<file path="src/design/lfp_pkg.sv">
// Package for the LED fade and PWM driver: command and direction codes,
// the per-step control struct and the gamma table.
// No dependencies; every other file of the block depends on it.
package lfp_pkg;

	localparam int LED_COUNT_DEF = 8;
	localparam int SLOT_MAX = 8;

	localparam int CMD_W = 2;
	localparam int IDX_W = 3;
	localparam int MASK_W = 8;
	localparam int LEVEL_W = 5;
	localparam int PHASE_W = 8;

	localparam logic [CMD_W-1:0] CMD_SET = 2'd0;
	localparam logic [CMD_W-1:0] CMD_FADE = 2'd1;
	localparam logic [CMD_W-1:0] CMD_PWM = 2'd2;

	localparam logic [1:0] DIR_STABLE = 2'd0;
	localparam logic [1:0] DIR_UP = 2'd1;
	localparam logic [1:0] DIR_DOWN = 2'd2;

	localparam logic [LEVEL_W-1:0] LEVEL_MAX = 5'd16;
	localparam logic [PHASE_W-1:0] PWM_PERIOD = 8'd193;

	// Broadcast to every LED slot for the item that is being applied.
	typedef struct packed {
		logic set_en;
		logic led_on;
		logic fade_en;
		logic pwm_en;
		logic wrap;
		logic [PHASE_W-1:0] phase;
	} lfp_ctl_t;

	function automatic logic [PHASE_W-1:0] gamma_lut(input logic [LEVEL_W-1:0] lv);
		logic [PHASE_W-1:0] g;
		case (lv)
			5'd0: g = 8'd0;
			5'd1: g = 8'd1;
			5'd2: g = 8'd1;
			5'd3: g = 8'd2;
			5'd4: g = 8'd3;
			5'd5: g = 8'd4;
			5'd6: g = 8'd6;
			5'd7: g = 8'd8;
			5'd8: g = 8'd12;
			5'd9: g = 8'd16;
			5'd10: g = 8'd24;
			5'd11: g = 8'd32;
			5'd12: g = 8'd48;
			5'd13: g = 8'd64;
			5'd14: g = 8'd96;
			5'd15: g = 8'd128;
			default: g = 8'd192;
		endcase
		return g;
	endfunction

endpackage

</file>
<file path="src/design/lfp_if.sv">
// Valid/ready channel interfaces for the LED fade and PWM driver:
// the command channel and the status result channel.
// Depends on lfp_pkg for field widths.
interface lfp_cmd_if;
	logic valid;
	logic ready;
	logic [lfp_pkg::CMD_W-1:0] command;
	logic [lfp_pkg::IDX_W-1:0] led_index;
	logic led_on;

	modport source(output valid, command, led_index, led_on, input ready);
	modport sink(input valid, command, led_index, led_on, output ready);
endinterface

interface lfp_res_if;
	logic valid;
	logic ready;
	logic [lfp_pkg::MASK_W-1:0] pin_levels;
	logic [lfp_pkg::MASK_W-1:0] stable_mask;
	logic all_stable;

	modport source(output valid, pin_levels, stable_mask, all_stable, input ready);
	modport sink(input valid, pin_levels, stable_mask, all_stable, output ready);
endinterface

</file>
<file path="src/design/lfp_phase.sv">
// PWM phase counter with a period of 193 ticks.
// Depends on lfp_pkg for widths and the period constant.
module lfp_phase (
	input  logic clk,
	input  logic arst_n,
	input  logic tick,
	output logic wrap,
	output logic [lfp_pkg::PHASE_W-1:0] phase
);
	import lfp_pkg::*;

	logic [PHASE_W-1:0] phase_q;

	// The phase seen by the LEDs is the value after the wrap check.
	assign wrap = (phase_q >= PWM_PERIOD);
	assign phase = wrap ? '0 : phase_q;

	always_ff @(posedge clk or negedge arst_n) begin
		if (!arst_n) begin
			phase_q <= '0;
		end else if (tick) begin
			phase_q <= phase + 8'd1;
		end
	end
endmodule

</file>
<file path="src/design/lfp_led_slot.sv">
// State of one LED slot: target, fade level and direction, pin drive.
// Gives the next pin and stable values for the result. Depends on lfp_pkg.
module lfp_led_slot (
	input  logic clk,
	input  logic arst_n,
	input  logic step,
	input  logic hit,
	input  logic present,
	input  lfp_pkg::lfp_ctl_t ctl,
	output logic pin_next,
	output logic stable_next
);
	import lfp_pkg::*;

	logic target_q;
	logic [1:0] dir_q;
	logic [LEVEL_W-1:0] level_q;
	logic pin_q;

	logic target_d;
	logic [1:0] dir_d;
	logic [LEVEL_W-1:0] level_d;
	logic pin_d;
	logic [LEVEL_W-1:0] level_clamp;

	assign level_clamp = (level_q > LEVEL_MAX) ? LEVEL_MAX : level_q;

	always_comb begin
		target_d = target_q;
		dir_d = dir_q;
		level_d = level_q;
		pin_d = pin_q;
		if (ctl.set_en && hit && (target_q != ctl.led_on)) begin
			target_d = ctl.led_on;
			dir_d = ctl.led_on ? DIR_UP : DIR_DOWN;
		end
		if (ctl.fade_en && present) begin
			case (dir_q)
				DIR_DOWN: begin
					if (level_q == '0) dir_d = DIR_STABLE;
					else level_d = level_q - 5'd1;
				end
				DIR_UP: begin
					if (level_q >= LEVEL_MAX) begin
						level_d = LEVEL_MAX;
						dir_d = DIR_STABLE;
					end else begin
						level_d = level_q + 5'd1;
					end
				end
				default: ;
			endcase
		end
		if (ctl.pwm_en && present) begin
			if (ctl.wrap) pin_d = 1'b1;
			if ((PWM_PERIOD - gamma_lut(level_clamp)) == ctl.phase) pin_d = 1'b0;
		end
	end

	assign pin_next = pin_d;
	assign stable_next = (dir_d == DIR_STABLE);

	always_ff @(posedge clk or negedge arst_n) begin
		if (!arst_n) begin
			target_q <= 1'b0;
			dir_q <= DIR_STABLE;
			level_q <= '0;
			pin_q <= 1'b1;
		end else if (step) begin
			target_q <= target_d;
			dir_q <= dir_d;
			level_q <= level_d;
			pin_q <= pin_d;
		end
	end
endmodule

</file>
<file path="src/design/led_fade_pwm_driver.sv">
// LED fade and PWM driver, top level. A command transfer is registered in
// stage 1; when it moves on, the LED state and the result register are
// updated together, and the result is then offered on the result channel.
// Throughput: one command per cycle while the result side does not stall; the per-LED logic is replicated.
// Reset (arst_n low, asynchronous): all LEDs dark and stable, pins high,
// PWM phase zero, present mask all ones, both channels empty.
module led_fade_pwm_driver #(
	parameter int LED_COUNT = lfp_pkg::LED_COUNT_DEF
) (
	input  logic clk,
	input  logic arst_n,
	lfp_cmd_if.sink cmd_ch,
	lfp_res_if.source res_ch,
	input  logic cfg_we,
	input  logic [lfp_pkg::MASK_W-1:0] cfg_wdata
);
	import lfp_pkg::*;

	localparam int SLOT_NUM = (LED_COUNT > SLOT_MAX) ? SLOT_MAX : LED_COUNT;

	logic [MASK_W-1:0] present_q;

	logic s1_valid_q;
	logic [CMD_W-1:0] command_s1;
	logic [IDX_W-1:0] led_index_s1;
	logic led_on_s1;

	logic res_valid_q;
	logic [MASK_W-1:0] pin_levels_s2;
	logic [MASK_W-1:0] stable_mask_s2;
	logic all_stable_s2;

	logic out_free;
	logic s1_move;
	logic wrap;
	logic [PHASE_W-1:0] phase;
	lfp_ctl_t ctl;
	logic [MASK_W-1:0] pin_next;
	logic [MASK_W-1:0] stable_next;

	always_ff @(posedge clk or negedge arst_n) begin
		if (!arst_n) present_q <= '1;
		else if (cfg_we) present_q <= cfg_wdata;
	end

	assign out_free = !res_valid_q || res_ch.ready;
	assign s1_move = s1_valid_q && out_free;
	assign cmd_ch.ready = !s1_valid_q || out_free;

	always_ff @(posedge clk or negedge arst_n) begin
		if (!arst_n) s1_valid_q <= 1'b0;
		else if (cmd_ch.ready) s1_valid_q <= cmd_ch.valid;
	end

	always_ff @(posedge clk) begin
		if (cmd_ch.ready && cmd_ch.valid) begin
			command_s1 <= cmd_ch.command;
			led_index_s1 <= cmd_ch.led_index;
			led_on_s1 <= cmd_ch.led_on;
		end
	end

	lfp_phase u_phase (
		.clk   (clk),
		.arst_n(arst_n),
		.tick  (s1_move && (command_s1 == CMD_PWM)),
		.wrap  (wrap),
		.phase (phase)
	);

	always_comb begin
		ctl.set_en = (command_s1 == CMD_SET);
		ctl.led_on = led_on_s1;
		ctl.fade_en = (command_s1 == CMD_FADE);
		ctl.pwm_en = (command_s1 == CMD_PWM);
		ctl.wrap = wrap;
		ctl.phase = phase;
	end

	for (genvar i = 0; i < MASK_W; i++) begin : g_slot
		if (i < SLOT_NUM) begin : g_led
			lfp_led_slot u_slot (
				.clk        (clk),
				.arst_n     (arst_n),
				.step       (s1_move),
				.hit        (led_index_s1 == IDX_W'(i)),
				.present    (present_q[i]),
				.ctl        (ctl),
				.pin_next   (pin_next[i]),
				.stable_next(stable_next[i])
			);
		end else begin : g_none
			// Slots that are not built read as an idle, dark LED.
			assign pin_next[i] = 1'b1;
			assign stable_next[i] = 1'b1;
		end
	end

	always_ff @(posedge clk or negedge arst_n) begin
		if (!arst_n) res_valid_q <= 1'b0;
		else if (out_free) res_valid_q <= s1_valid_q;
	end

	always_ff @(posedge clk) begin
		if (s1_move) begin
			pin_levels_s2 <= pin_next;
			stable_mask_s2 <= stable_next;
			all_stable_s2 <= ((stable_next | ~present_q) == '1);
		end
	end

	assign res_ch.valid = res_valid_q;
	assign res_ch.pin_levels = pin_levels_s2;
	assign res_ch.stable_mask = stable_mask_s2;
	assign res_ch.all_stable = all_stable_s2;

	// A registered command must not be lost while the result side stalls.
	a_s1_hold: assert property (@(posedge clk) disable iff (!arst_n)
		s1_valid_q && !out_free |=> s1_valid_q)
		else $error("command dropped while result stalled");

	// Every applied command shows up as a result in the next cycle.
	a_apply_result: assert property (@(posedge clk) disable iff (!arst_n)
		s1_move |=> res_ch.valid)
		else $error("applied command produced no result");

	// A taken result with nothing behind it must not be shown again.
	a_no_repeat: assert property (@(posedge clk) disable iff (!arst_n)
		res_ch.valid && res_ch.ready && !s1_move |=> !res_ch.valid)
		else $error("result repeated after transfer");
endmodule
</file>
<file path="src/flat_wrapper.sv">
// flat-port wrapper written by rule: the top's interface ports become plain ports
module led_fade_pwm_driver_flat import lfp_pkg::*;
#(
	parameter int LED_COUNT = lfp_pkg::LED_COUNT_DEF
)
  (clk, arst_n, cfg_we, cfg_wdata, cmd_ch_valid, cmd_ch_command, cmd_ch_led_index, cmd_ch_led_on, cmd_ch_ready, res_ch_valid, res_ch_pin_levels, res_ch_stable_mask, res_ch_all_stable, res_ch_ready);
  lfp_cmd_if cmd_ch_i ();
  lfp_res_if res_ch_i ();
  input  logic clk;
  input  logic arst_n;
  input  logic cfg_we;
  input  logic [lfp_pkg::MASK_W-1:0] cfg_wdata;
  input wire logic [$bits(cmd_ch_i.valid)-1:0] cmd_ch_valid;
  input wire logic [$bits(cmd_ch_i.command)-1:0] cmd_ch_command;
  input wire logic [$bits(cmd_ch_i.led_index)-1:0] cmd_ch_led_index;
  input wire logic [$bits(cmd_ch_i.led_on)-1:0] cmd_ch_led_on;
  output wire logic [$bits(cmd_ch_i.ready)-1:0] cmd_ch_ready;
  output wire logic [$bits(res_ch_i.valid)-1:0] res_ch_valid;
  output wire logic [$bits(res_ch_i.pin_levels)-1:0] res_ch_pin_levels;
  output wire logic [$bits(res_ch_i.stable_mask)-1:0] res_ch_stable_mask;
  output wire logic [$bits(res_ch_i.all_stable)-1:0] res_ch_all_stable;
  input wire logic [$bits(res_ch_i.ready)-1:0] res_ch_ready;
  assign cmd_ch_i.valid = cmd_ch_valid;
  assign cmd_ch_i.command = cmd_ch_command;
  assign cmd_ch_i.led_index = cmd_ch_led_index;
  assign cmd_ch_i.led_on = cmd_ch_led_on;
  assign cmd_ch_ready = cmd_ch_i.ready;
  assign res_ch_valid = res_ch_i.valid;
  assign res_ch_pin_levels = res_ch_i.pin_levels;
  assign res_ch_stable_mask = res_ch_i.stable_mask;
  assign res_ch_all_stable = res_ch_i.all_stable;
  assign res_ch_i.ready = res_ch_ready;
  led_fade_pwm_driver #(.LED_COUNT(LED_COUNT)) u_core (.clk(clk), .arst_n(arst_n), .cmd_ch(cmd_ch_i), .res_ch(res_ch_i), .cfg_we(cfg_we), .cfg_wdata(cfg_wdata));
endmodule
</file>
<file path="config.mk">
export PLATFORM = sky130hd
export DESIGN_NAME = led_fade_pwm_driver_flat
export DESIGN_NICKNAME = d
export VERILOG_FILES = /design/src/design/lfp_pkg.sv /design/src/design/lfp_if.sv /design/src/design/lfp_phase.sv /design/src/design/lfp_led_slot.sv /design/src/design/led_fade_pwm_driver.sv /design/src/flat_wrapper.sv
export SDC_FILE = /design/constraint.sdc
export NUM_CORES = 1
export LEC_CHECK = 0
export ABC_AREA = 1
export BUFFER_PORTS_ARGS = -buffer_cell sky130_fd_sc_hd__clkbuf_2
export CAP_MARGIN = 25
export CORE_ASPECT_RATIO = 1.2
export CORE_MARGIN = 2
export CORE_UTILIZATION = 45
export DETAILED_ROUTE_END_ITERATION = 12
export PLACE_DENSITY = 0.66
export REMOVE_ABC_BUFFERS = 1
export SLEW_MARGIN = 20
export SYNTH_ARGS = -nofsm -noshare
export SYNTH_HDL_FRONTEND = slang
export SYNTH_SLANG_ARGS = --single-unit
</file>
<file path="constraint.sdc">
create_clock -name clk -period 4.5 [get_ports clk]
set_input_delay 0.45 -clock clk [delete_from_list [all_inputs] [get_ports clk]]
set_output_delay 0.45 -clock clk [all_outputs]
set_load 0.05 [all_outputs]
</file>
==> summary.md, run 1 <==
| Metric | Value |
|---|---|
| Status | completed |
| Overall Power | 7.25 mW |
| Drt initial violations | 523 |
| Worst path slowest cell | dfrtp_1 |
| Slew of the pin with the lowest slew margin | 854 ps |
| Final max-slew violation count | 0 |
| CP arrival | 3380 ps |
| Crit path top cell by count | nand2_1 |
| Die Wd | 139 µm |
| Post-Synthesis Cells | 1,455 |
| Leakage power total | 5.28 nW |
| Rel. slew slack | 43.1% |
| FF-to-FF End | u_core.res_ch.pin_levels[7] |
| Htree depth | 4 |
| Mapped Area | 9910 µm² |
| Synth Area per Inst | 6.81 µm² |
| Setup violators final | 0 |
| Post-Synth Adder-Cell Area | 7.83% |
| Layout cells sized above 1 | 11.1% |
| IO Count | 38 |
| Yosys warns | 0 |
| Detail Route Antenna Nets | 0 |
| Simple-gate share of the synthesized area | 31.8% |
| Clock sinks | 113 |
| Fmax | 313 MHz |
| Synthesis-to-finish area growth | 9.69% |
| Flops & latches, synth | 113 |
| Post-CTS sizing | 0 |
| Min cycle time layout | 3200 ps |
| Worst-path clk slew | 60 ps |
| PortBufs | 37 |
| Clock Skew | 9.79 ps |
| Area of the multi-input gates | 5920 µm² |
| Hold-fix buffers, CTS | 0 |
| Reg2reg setup slack | 1300 ps |
| Final nets | 1,569 |
| Max Cap Viol | 0 |
| Die Ht | 167 µm |
| XOR/XNOR Fraction of Synth Area | 5.25% |
| Fill count | 2,204 |
| Min-Delay Path Class | in2async |
| Core area | 21,600 µm² |
| Delay-heaviest family, CP | simple AND/OR/NAND/NOR gates |
| Largest net degree at the start of global routing | 62 |
| Number of antenna violations at the first check in global routing | 0 |
| WP data required | 4680 ps |
| CTS max path bufs | 2 |
| Worst skew pair latency | 420 ps |
| Crit path buf inv count | 5 |
| Postcts setup bufs | 0 |
| WS Path Type | reg2reg |
| Crit path max fanout | 6 |
| CTS tree | yes |
| Final Hold Vio Count | 0 |
| Pre-antenna DRT Iters | 6 |
| Die area | 23,200 µm² |
| DP Worst Slack | 1370 ps |
| Total track usage | 22.4% |
| Final period util | 71.1% |
| Total congestion overflow | 0 |
| EDFF count, synth | 23 |
| Setup slack after layout | 1300 ps |
| Worst setup EP type | flop |
| First-pass GRT wire length | 42,400 µm |
| Worst r2r src | u_core.g_slot[7].g_led.u_slot.level_q[0] |
| Yosys cell types | 52 |
| Setup TNS | 0 ps |
| CP Cell Sequence | inv_1 -> ha_1 -> inv_1 -> nor2_1 -> nand2_1 -> inv_1 -> nor2_1 -> nor2_1 -> inv_1 -> ha_1 -> nand2_1 -> o22ai_1 -> inv_1 -> ha_1 -> nand3_1 -> nor2_1 -> nand2_1 -> nand3_1 -> nand2_1 -> nand2_1 -> nand2_1 -> nand4_1 -> and2_1 |
| Via count | 9,362 |
| Most common flop cell mapped by yosys | dfrtp_1 |
| Starting Density | 45.8% |
| Reg2reg path depth | 23 |
| Register area | 2960 µm² |
| PD cells | 666 nW/µm² |
| TritonCTS Buffers | 17 |
| Final Cell Area | 10,900 µm² |
| Seq/Total Area, Yosys | 29.9% |
| Compound-gate portion of the synthesized area | 14.2% |
| Maximum vdd drop | 0.387 mV |
| GPL Wtd Cong | 0.856 |
| Vias/cell | 5.27 |
| Combinational family with the most area after synthesis | simple AND/OR/NAND/NOR gates |
| Vias in the first global route | 8,820 |
| Critical Path Max Stage Delay | 410 ps |
| Root buffer cell | clkbuf_16 |
| RSZ-0062 raised after global routing | false |
| Placed cell area | 10,300 µm² |
| Mux contribution to synthesized area | 0.682% |
| DP Wirelength | 18,200 µm |
| Async SR Flop Fraction | 79.6% |
| WL/cell | 14.3 µm |
| Rows | 59 |
| Antenna diodes | 0 |
| DRC errors left | 0 |
| Hold Slack | 135 ps |
| Critical path launch point type | flop |
| Total Wirelength | 25,300 µm |
[cell type report]
type                    count  share of cell area [%]
flip-flops and latches    113                    27.2
multi-input cells        1086                    54.4
repair buffers             42                    2.07
well taps                 274                    3.15
clock buffers              17                    3.91
inverters                 228                    7.88
clock inverters            15                    1.32
[metal layers]
layer | wire [µm] | track usage [%] | part of all wire [%]
met1 | 11500 | 28.8 | 45
met3 | 1200 | 4.08 | 4.7
met2 | 12200 | 37.8 | 48
met4 | 511 | 7.69 | 2.0
met5 | 0 | 0 | 0
[registers in the layout, summed over array words and instances, names as in the netlist, 2 cells and up]
signal / cells
u_core.command_s1: 2
u_core.g_slot.g_led.u_slot.dir_q: 16
u_core.g_slot.g_led.u_slot.level_q: 40
u_core.g_slot.g_led.u_slot.pin_q: 8
u_core.g_slot.g_led.u_slot.target_q: 8
u_core.led_index_s1: 3
u_core.present_q: 8
u_core.res_ch.pin_levels: 8
u_core.res_ch.stable_mask: 8
u_core.u_phase.phase_q: 8
[power by group]
group / internal (mW) / switching [mW]
Clock: 0.808 / 0.521
Combinational: 1.45 / 2.69
Sequential: 1.37 / 0.402
Total: 3.63 / 3.62
[worst max-delay path by stage]
stage / start / to / slack, ps / cells after the start
2_1_floorplan: u_core.res_ch.valid / u_core.g_slot[7].g_led.u_slot.level_q[4] / 1250 / 7
3_3_place_gp: u_core.g_slot[7].g_led.u_slot.level_q[0] / u_core.res_ch.pin_levels[7] / 1450 / 21
3_5_place_dp: u_core.g_slot[7].g_led.u_slot.level_q[0] / u_core.res_ch.pin_levels[7] / 1370 / 23
4_1_cts: u_core.g_slot[7].g_led.u_slot.level_q[0] / u_core.res_ch.pin_levels[7] / 1350 / 23
5_1_grt: u_core.g_slot[7].g_led.u_slot.level_q[0] / u_core.res_ch.pin_levels[7] / 950 / 23
6_report: u_core.g_slot[7].g_led.u_slot.level_q[0] / u_core.res_ch.pin_levels[7] / 1300 / 23
[layout by cell type, fill, tap and decap left out, types with 5 or more instances in the layout]
cell / n
nand3b_1: 6
nand2_2: 9
nor4_1: 5
dfrtp_1: 74
nor3_1: 12
a31oi_1: 11
nor2_2: 9
xor2_1: 39
o21bai_1: 6
nand3_1: 112
nand4_1: 16
clkbuf_2: 36
mux2_2: 6
clkinv_1: 5
o211ai_1: 23
nand2_1: 356
edfxtp_1: 23
o21ai_0: 127
inv_2: 22
ha_1: 62
nand3_2: 6
xnor2_1: 16
clkbuf_16: 17
o21ai_2: 6
o21ai_1: 19
buf_4: 6
inv_1: 202
dfstp_2: 16
nor2_1: 165
clkinv_2: 5
a21oi_1: 23
o22ai_1: 10
[synth_stat cells, types with 5 or more instances]
master | n | area [µm²]
o21ai_2 | 6 | 52.6
inv_2 | 22 | 82.6
nand3b_1 | 6 | 45.0
o21ai_1 | 19 | 95.1
a31oi_1 | 11 | 68.8
edfxtp_1 | 23 | 691
dfstp_2 | 16 | 420
nor4_1 | 5 | 31.3
o21ai_0 | 127 | 636
o22ai_1 | 10 | 62.6
a21oi_1 | 23 | 115
nand2_1 | 356 | 1340
nor2_2 | 9 | 56.3
nand3_2 | 6 | 60.1
clkbuf_1 | 7 | 26.3
mux2_2 | 6 | 67.6
o211ai_1 | 23 | 173
nor2_1 | 165 | 619
nand4_1 | 16 | 100
buf_2 | 11 | 55.1
inv_1 | 202 | 758
dfrtp_1 | 74 | 1850
xor2_1 | 39 | 342
xnor2_1 | 16 | 140
nand2_2 | 9 | 56.3
nand3_1 | 112 | 561
nor3_1 | 12 | 60.1
o21bai_1 | 6 | 45.0
buf_4 | 7 | 52.6
ha_1 | 62 | 776
[kinds of logic after synthesis]
| family | count (synthesis) |
|---|---|
| compound gates | 244 |
| xor+xnor | 57 |
| fa+ha+maj | 62 |
| buf+inv | 256 |
| flops | 113 |
| mux | 6 |
| simple gates | 717 |
[stage by stage]
stage	util [%]	std cells
final	50.3	1775
after global routing	50.3	1775
after CTS	50.3	1775
after detailed placement	47.6	1743
after global placement	47.6	1743
after floorplan	-	1427
[worst register-to-register path, cell delays in order, from the launching register on]
cell     delay, ps
dfrtp_1        410
inv_1          160
ha_1           180
inv_1           40
nor2_1         120
nand2_1        100
inv_1           60
nor2_1          50
nor2_1         130
inv_1           60
ha_1           280
nand2_1         80
o22ai_1        180
inv_1           70
ha_1           200
nand3_1        100
nor2_1          50
nand2_1        110
nand3_1        100
nand2_1         80
nand2_1         50
nand2_1         70
nand4_1        110
and2_1         160
Power figures use the tool's default switching activity.
==> inputs of run 2 (changes only) <==
--- a/config.mk
+++ b/config.mk
@@ -5,14 +5,14 @@
 export SDC_FILE = /design/constraint.sdc
 export NUM_CORES = 1
 export LEC_CHECK = 0
-export ABC_AREA = 1
+export ABC_AREA = 0
 export BUFFER_PORTS_ARGS = -buffer_cell sky130_fd_sc_hd__clkbuf_2
 export CAP_MARGIN = 25
 export CORE_ASPECT_RATIO = 1.2
 export CORE_MARGIN = 2
 export CORE_UTILIZATION = 45
 export DETAILED_ROUTE_END_ITERATION = 12
-export PLACE_DENSITY = 0.66
+export PLACE_DENSITY = 0.68
 export REMOVE_ABC_BUFFERS = 1
 export SLEW_MARGIN = 20
 export SYNTH_ARGS = -nofsm -noshare
==> constraint.sdc (replaced) <==
create_clock -name clk -period 2.9 [get_ports clk]
set_input_delay 0.29 -clock clk [delete_from_list [all_inputs] [get_ports clk]]
set_output_delay 0.29 -clock clk [all_outputs]
set_load 0.05 [all_outputs]
==> run 2 against run 1 <==
Effect of this change:
- final cell count is 7.6% lower
- via count rose by 3.7%
- the run now ends with negative setup slack left
- cell area rose by 22%
- largest cell class unchanged
- critical endpoint is now u_core.res_ch.pin_levels[0]
- total power is 57% higher
- clock-buffer cell count increased by 1
- global-route usage rose by 1.6 points
- wire length rose by 15%
- non-clock buffer count grew 191
==> summary.md, run 2 <==
| Metric | Value |
|---|---|
| Vias in the first global route | 9,336 (was 8,820) |
| Status | finished, violations left (was completed) |
| Fmax | 339 MHz (was 313 MHz) |
| Worst skew pair latency | 430 ps (was 420 ps) |
| Max Cap Viol | 0 (unchanged) |
| Post-route core utilization | 61.4% (was 50.3%) |
| Number of antenna violations at the first check in global routing | 0 (unchanged) |
| CP arrival | 3130 ps (was 3380 ps) |
| Final Hold Vio Count | 0 (unchanged) |
| Drt initial violations | 636 (was 523) |
| TritonCTS Buffers | 17 (unchanged) |
| Root buffer cell | clkbuf_16 (unchanged) |
| Rows | 59 (unchanged) |
| Seq/Total Area, Yosys | 30.2% (was 29.9%) |
| Dominant cells by area after synthesis | dfrtp_1 (19%), ha_1 (7.9%), edfxtp_1 (7.0%), xnor2_1 (5.7%), dfstp_2 (4.3%) (was dfrtp_1 (19%), nand2_1 (13%), ha_1 (7.8%), inv_1 (7.6%), edfxtp_1 (7.0%)) |
| Setup violators final | 2 (was 0) |
| Htree depth | 4 (unchanged) |
| Most common flop cell mapped by yosys | dfrtp_1 (unchanged) |
| GR Layer Usage met2 | 41.8% (was 37.8%) |
| Largest net degree at the start of global routing | 55 (was 62) |
| Synth Area per Inst | 8.38 µm² (was 6.81 µm²) |
| Via count | 9,709 (was 9,362) |
| Commonest non-fill, non-tap cell in the layout | buf_4 (was nand2_1) |
| Total congestion overflow | 0 (unchanged) |
| PD cells | 859 nW/µm² (was 666 nW/µm²) |
| Die Wd | 139 µm (about the same) |
| Comb power frac | 62.3% (was 57.2%) |
| EDFF count, synth | 23 (unchanged) |
| Min-Delay Path Class | in2reg (was in2async) |
| Leakage power total | 5.22 nW (was 5.28 nW) |
| WS Path Type | reg2reg (unchanged) |
| Synthesis-to-finish area growth | 34.8% (was 9.69%) |
| Mapped Area | 9820 µm² (was 9910 µm²) |
| Layout cells sized above 1 | 36.0% (was 11.1%) |
| Pre-antenna DRT Iters | 5 (was 6) |
| Min cycle time layout | 2950 ps (was 3200 ps) |
| Reg power frac | 18.7% (was 24.5%) |
| Vias/cell | 5.92 (was 5.27) |
| Critical path launch point type | flop (unchanged) |
| Violated checks | negative setup slack |
| Most frequent cells in the layout | buf_4 (190), nand2_1 (82), nor2_1 (74), dfrtp_1 (74), o21ai_0 (69) (was nand2_1 (356), inv_1 (202), nor2_1 (165)) |
| Area share of the largest cell type after synthesis | 18.9% (was 18.7%) |
| Top cells by instance count after synthesis | nand2_1 (105), inv_1 (79), nor2_1 (75) (was nand2_1 (356), inv_1 (202), nor2_1 (165)) |
| Largest area contributor in the netlist | dfrtp_1 (unchanged) |
| PortBufs | 37 (unchanged) |
| Final period util | 102% (was 71.1%) |
| CTS max path bufs | 2 (unchanged) |
| Die area | 23,000 µm² (was 23,200 µm²) |
| IO Count | 38 (unchanged) |
| WP data required | 3080 ps (was 4680 ps) |
| Sw frac | 41.1% (was 49.9%) |
| RSZ-0062 raised after global routing | true (was false) |
| Yosys cell types | 88 (was 52) |
| P_int | 6.70 mW (was 3.63 mW) |
| Setup TNS | -63.6 ps (was 0 ps) |
| Die Ht | 166 µm (was 167 µm) |
| Setup slack after layout | -47.3 ps (was 1300 ps) |
| Clk pwr share | 19.0% (was 18.3%) |
| Slew of the pin with the lowest slew margin | 947 ps (was 854 ps) |
| DP Wirelength | 19,400 µm (was 18,200 µm) |
| Core area | 21,600 µm² (about the same) |
| Clock sinks | 113 (unchanged) |
| Yosys warns | 0 (unchanged) |
| M1 GR Usage | 30.1% (was 28.8%) |
| Worst setup EP type | flop (unchanged) |
| Largest registers | u_core.g_slot.g_led.u_slot.level_q: 40 flops, u_core.g_slot.g_led.u_slot.dir_q: 16 flops (unchanged) |
| Antenna diodes | 0 (unchanged) |
| Net Sw Power | 4.67 mW (was 3.62 mW) |
| Flops & latches, synth | 113 (unchanged) |
| Placed Instances | 1,573 (was 1,743) |
| Overall Power | 11.4 mW (was 7.25 mW) |
| Top reg by flops | u_core.g_slot.g_led.u_slot.level_q (unchanged) |
| Maximum vdd drop | 0.569 mV (was 0.387 mV) |
| CTS tree | yes (unchanged) |
| Final max-slew violation count | 0 (unchanged) |
| Async SR Flop Fraction | 79.6% (unchanged) |
| DRC errors left | 0 (unchanged) |
| Worst-path clk slew | 60 ps (about the same) |
| GPL Wtd Cong | 0.883 (was 0.856) |
| Final nets | 1,434 (was 1,569) |
| Fin cells | 1,640 (was 1,775) |
| Clock Skew | 9.37 ps (was 9.79 ps) |
| Post-Synthesis Cells | 1,172 (was 1,455) |
| Total Wirelength | 29,100 µm (was 25,300 µm) |
| Detail Route Antenna Nets | 0 (unchanged) |
| Met3 GRT Util | 3.32% (was 4.08%) |
| First-pass GRT wire length | 45,500 µm (was 42,400 µm) |
| Number of flip-flops in the largest register | 40 (unchanged) |
| Starting Density | 45.5% (was 45.8%) |
| Total track usage | 24.0% (was 22.4%) |
| WL/cell | 17.8 µm (was 14.3 µm) |
| DP Worst Slack | -375 ps (was 1370 ps) |
| Rel. slew slack | 36.8% (was 43.1%) |
| Top Usage Layer GRT | met2 (unchanged) |
| Count leader, synth | nand2_1 (unchanged) |
| Crit path max fanout | 4 (was 6) |
[run 2: final cells by class]
cell class / instances / area, µm²
Sequential cell: 113 / 2960
Inverter: 79 / 297
Clock inverter: 14 / 165
Timing Repair Buffer: 233 / 1690
Tap cell: 274 / 343
Clock buffer: 18 / 429
Fill cell: 1752 / 8320
Multi-Input combinational cell: 909 / 7350
[run 2: per-layer routing]
layer / wire, µm / share of wire [%] / vias up
li1: - / - / 4632
met1: 12300 / 42 / 4677
met2: 14500 / 50 / 319
met3: 1330 / 4.6 / 81
met4: 1020 / 3.5 / 0
met5: 0 / 0 / -
[run 2: final timing paths]
path	startpoint	depth (start not counted)	slack, ps	to
worst min register to register	u_core.g_slot[1].g_led.u_slot.pin_q	2	530	u_core.g_slot[1].g_led.u_slot.pin_q
worst min-delay path	cmd_ch_command[1]	1	30	u_core.command_s1[1]
min in group asynchronous	arst_n	2	380	u_core.g_slot[4].g_led.u_slot.level_q[3]
max in group asynchronous	arst_n	3	1770	u_core.g_slot[1].g_led.u_slot.pin_q
worst max register to register	u_core.g_slot[0].g_led.u_slot.level_q[0]	15	-50	u_core.res_ch.pin_levels[0]
worst max-delay path	u_core.g_slot[0].g_led.u_slot.level_q[0]	15	-50	u_core.res_ch.pin_levels[0]
[run 2: metrics by stage]
step           area [µm²]  hold WS, ps
6_report            13200         29.2
5_1_grt             13200         26.2
4_1_cts             12500         23.4
3_5_place_dp        11300          308
3_3_place_gp        11300          309
2_1_floorplan        9520        -5.59
[run 2: power by group through the flow]
stage / registers, mW / logic (mW) / clock network, mW
finish: 2.12 / 7.09 / 2.17
global route: 2.15 / 7.67 / 2.25
CTS: 2.10 / 6.18 / 2.19
detailed placement: 2.12 / 5.46 / 0
global placement: 2.11 / 5.33 / 0
floorplan: 2.38 / 3.40 / 0
[run 2: timing repair]
item	4_1_cts	5_1_grt
hold buffers	1	0
resized for setup	101	121
endpoints found under the setup margin	15	17
buffers inserted	18	16
pin swaps	59	77
endpoints found under the hold margin	32	0
[run 2: kinds of logic (layout without fill, tap and decap cells)]
group	Yosys count	in the layout	share of synthesized area (%)
compound gates	305	305	20.5
xor+xnor	89	89	8.22
fa+ha+maj	62	62	7.90
buf+inv	150	344	6.08
flops	113	113	30.2
mux	36	36	3.96
simple gates	417	417	23.1
[run 2: worst max-delay path: stages (launching register included)]
cell	delay [ps]
dfrtp_1	380
inv_2	80
ha_4	140
nand2_2	50
or2_4	230
nand2_2	70
nand2_2	70
ha_4	220
buf_4	130
mux2_2	300
buf_4	160
o31ai_2	210
nand3_1	160
a211o_1	350
nand3_2	100
a21oi_2	60
==> inputs of run 3 (changes only) <==
--- a/config.mk
+++ b/config.mk
@@ -7,10 +7,11 @@
 export LEC_CHECK = 0
 export ABC_AREA = 0
 export BUFFER_PORTS_ARGS = -buffer_cell sky130_fd_sc_hd__clkbuf_2
-export CAP_MARGIN = 25
+export CAP_MARGIN = 20
 export CORE_ASPECT_RATIO = 1.2
 export CORE_MARGIN = 2
 export CORE_UTILIZATION = 45
+export CTS_BUF_LIST = sky130_fd_sc_hd__clkbuf_16
 export DETAILED_ROUTE_END_ITERATION = 12
 export PLACE_DENSITY = 0.68
 export REMOVE_ABC_BUFFERS = 1
==> run 3 against run 2 <==
Effect of this change:
- the run still ends with negative setup slack left
- clock power about the same
- worst setup slack about the same
- core utilization unchanged
- critical path type unchanged
- hold slack got worse by 1.2 ps
- final cell count unchanged
- clock skew about the same
- wire length about the same
- die area unchanged
- sequential power about the same
- sequential share of layout area unchanged
- combinational power about the same
- critical endpoint unchanged
==> summary.md, run 3 (same netlist as run 2, synthesis figures left out) <==
| Metric | Value |
|---|---|
| CTS max path bufs | 2 (unchanged) |
| Commonest non-fill, non-tap cell in the layout | buf_4 (unchanged) |
| Final max-slew violation count | 0 (unchanged) |
| Die Wd | 139 µm (unchanged) |
| Clock Skew | 9.41 ps (was 9.37 ps) |
| Worst path slowest cell | dfrtp_1 (unchanged) |
| Total track usage | 24.0% (unchanged) |
| Worst setup EP type | flop (unchanged) |
| Total Wirelength | 29,100 µm (about the same) |
| Slew of the pin with the lowest slew margin | 947 ps (unchanged) |
| CP arrival | 3130 ps (about the same) |
| Rel. slew slack | 36.8% (unchanged) |
| Layout cells sized above 1 | 36.0% (unchanged) |
| Synthesis-to-finish area growth | 34.8% (unchanged) |
| Leakage power total | 5.22 nW (about the same) |
| IO Count | 38 (unchanged) |
| Worst-path clk slew | 60 ps (about the same) |
| TritonCTS Buffers | 17 (unchanged) |
| Worst skew pair latency | 430 ps (about the same) |
| Min cycle time layout | 2950 ps (about the same) |
| Largest net degree at the start of global routing | 55 (unchanged) |
| PD cells | 859 nW/µm² (about the same) |
| Max Cap Viol | 0 (unchanged) |
| Crit path max fanout | 4 (unchanged) |
| GPL Wtd Cong | 0.883 (unchanged) |
| DRC errors left | 0 (unchanged) |
| Maximum vdd drop | 0.569 mV (about the same) |
| RSZ-0062 raised after global routing | true (unchanged) |
| Min-Delay Path Class | in2reg (unchanged) |
| Largest registers | u_core.g_slot.g_led.u_slot.level_q: 40 flops, u_core.g_slot.g_led.u_slot.dir_q: 16 flops (unchanged) |
| Critical Path Max Stage Delay | 380 ps (about the same) |
| Pre-antenna DRT Iters | 5 (unchanged) |
| Starting Density | 45.5% (unchanged) |
| WP data required | 3080 ps (about the same) |
| PortBufs | 37 (unchanged) |
| Detail Route Antenna Nets | 0 (unchanged) |
| CTS tree | yes (unchanged) |
| Final Hold Vio Count | 0 (unchanged) |
| Hold Slack | 28.0 ps (was 29.2 ps) |
| Setup violators final | 2 (unchanged) |
| Top reg by flops | u_core.g_slot.g_led.u_slot.level_q (unchanged) |
| Final nets | 1,434 (unchanged) |
| Rows | 59 (unchanged) |
| Clock sinks | 113 (unchanged) |
| Vias in the first global route | 9,336 (unchanged) |
| Critical path launch point type | flop (unchanged) |
| Overall Power | 11.4 mW (about the same) |
| Total congestion overflow | 0 (unchanged) |
| Status | finished, violations left (unchanged) |
| Final period util | 102% (about the same) |
| Die area | 23,000 µm² (unchanged) |
| Crit path top cell by count | nand2_2 (unchanged) |
| Setup slack after layout | -47.5 ps (was -47.3 ps) |
| Core area | 21,600 µm² (unchanged) |
| Die Ht | 166 µm (unchanged) |
| CP Cell Sequence | inv_2 -> ha_4 -> nand2_2 -> or2_4 -> nand2_2 -> nand2_2 -> ha_4 -> buf_4 -> mux2_2 -> buf_4 -> o31ai_2 -> nand3_1 -> a211o_1 -> nand3_2 -> a21oi_2 (unchanged) |
| Htree depth | 4 (unchanged) |
| WL/cell | 17.8 µm (about the same) |
| Via count | 9,708 (was 9,709) |
| WS Path Type | reg2reg (unchanged) |
| Vias/cell | 5.92 (about the same) |
| Number of antenna violations at the first check in global routing | 0 (unchanged) |
| Antenna diodes | 0 (unchanged) |
| Drt initial violations | 639 (was 636) |
| DP Wirelength | 19,400 µm (unchanged) |
| Number of flip-flops in the largest register | 40 (unchanged) |
| Fmax | 339 MHz (about the same) |
| Root buffer cell | clkbuf_16 (unchanged) |
| Most frequent cells in the layout | buf_4 (190), nand2_1 (82), nor2_1 (74), dfrtp_1 (74), o21ai_0 (69) (unchanged) |
| First-pass GRT wire length | 45,500 µm (unchanged) |
| Violated checks | negative setup slack (unchanged) |
run 3: changes by cell type in the layout (fill, tap and decap cells not counted), sizes merged:
cell	before	now
clkbuf	54	53
inv	80	81
run 3: power by group:
group	total, mW	internal, mW	switching (mW)
registers	2.12	1.89	0.229
clock network	2.16	1.34	0.823
logic	7.09	3.46	3.62
total	11.4	6.70	4.67
run 3: worst max-delay path: cells and delay by family, from the launching register on:
kind                     cells  cell delay (ps)
multiplexers                 1              300
buffers and inverters        3              370
AND/OR/NAND/NOR              6              680
AO/OA/AOI/OAI                3              620
adder cells (fa/ha/maj)      2              360
flip-flops                   1              380
run 3: worst paths after layout:
check | slack (ps) | start | endpoint | cells past startpoint
max | -50 | u_core.g_slot[0].g_led.u_slot.level_q[0] | u_core.res_ch.pin_levels[0] | 15
max in group asynchronous | 1780 | arst_n | u_core.g_slot[1].g_led.u_slot.pin_q | 3
min | 30 | cmd_ch_command[1] | u_core.command_s1[1] | 1
max reg2reg | -50 | u_core.g_slot[0].g_led.u_slot.level_q[0] | u_core.res_ch.pin_levels[0] | 15
min reg2reg | 530 | u_core.g_slot[1].g_led.u_slot.pin_q | u_core.g_slot[1].g_led.u_slot.pin_q | 2
min in group asynchronous | 380 | arst_n | u_core.g_slot[4].g_led.u_slot.level_q[3] | 2
run 3: layout make-up:
cell class	instances	area, µm²
clock buffers	17	425
clock inverters	15	169
fillers	1752	8320
inverters	79	297
multi-input cells	909	7350
flip-flops and latches	113	2960
well taps	274	343
repair buffers	233	1690
run 3: layer usage:
metal | up-vias | wire [µm] | global-route usage [%]
met3 | 82 | 1330 | 3.32
met2 | 318 | 14500 | 41.8
li1 | 4632 | - | -
met1 | 4676 | 12300 | 30.1
met4 | 0 | 1030 | 9.71
met5 | - | 0 | 0
run 3: per-stage QoR:
stage / TNS, ps / setup slack, ps / utilization (%) / instances / cell area [µm²]
6_report: -63.7 / -47.5 / 61.4 / 1640 / 13200
5_1_grt: -1280 / -199 / 61.4 / 1640 / 13200
4_1_cts: -96.9 / -45.6 / 57.8 / 1624 / 12500
3_3_place_gp: -2230 / -340 / 52.3 / 1573 / 11300
3_5_place_dp: -3440 / -375 / 52.3 / 1573 / 11300
2_1_floorplan: -16520 / -752 / - / 1101 / 9520
run 3: timing repair:
item,in CTS,in global routing
hold endpoints to repair,32,0
resized for setup,101,121
pin swaps,59,77
setup buffers,18,16
hold buffers,1,0
setup endpoints to repair,15,17
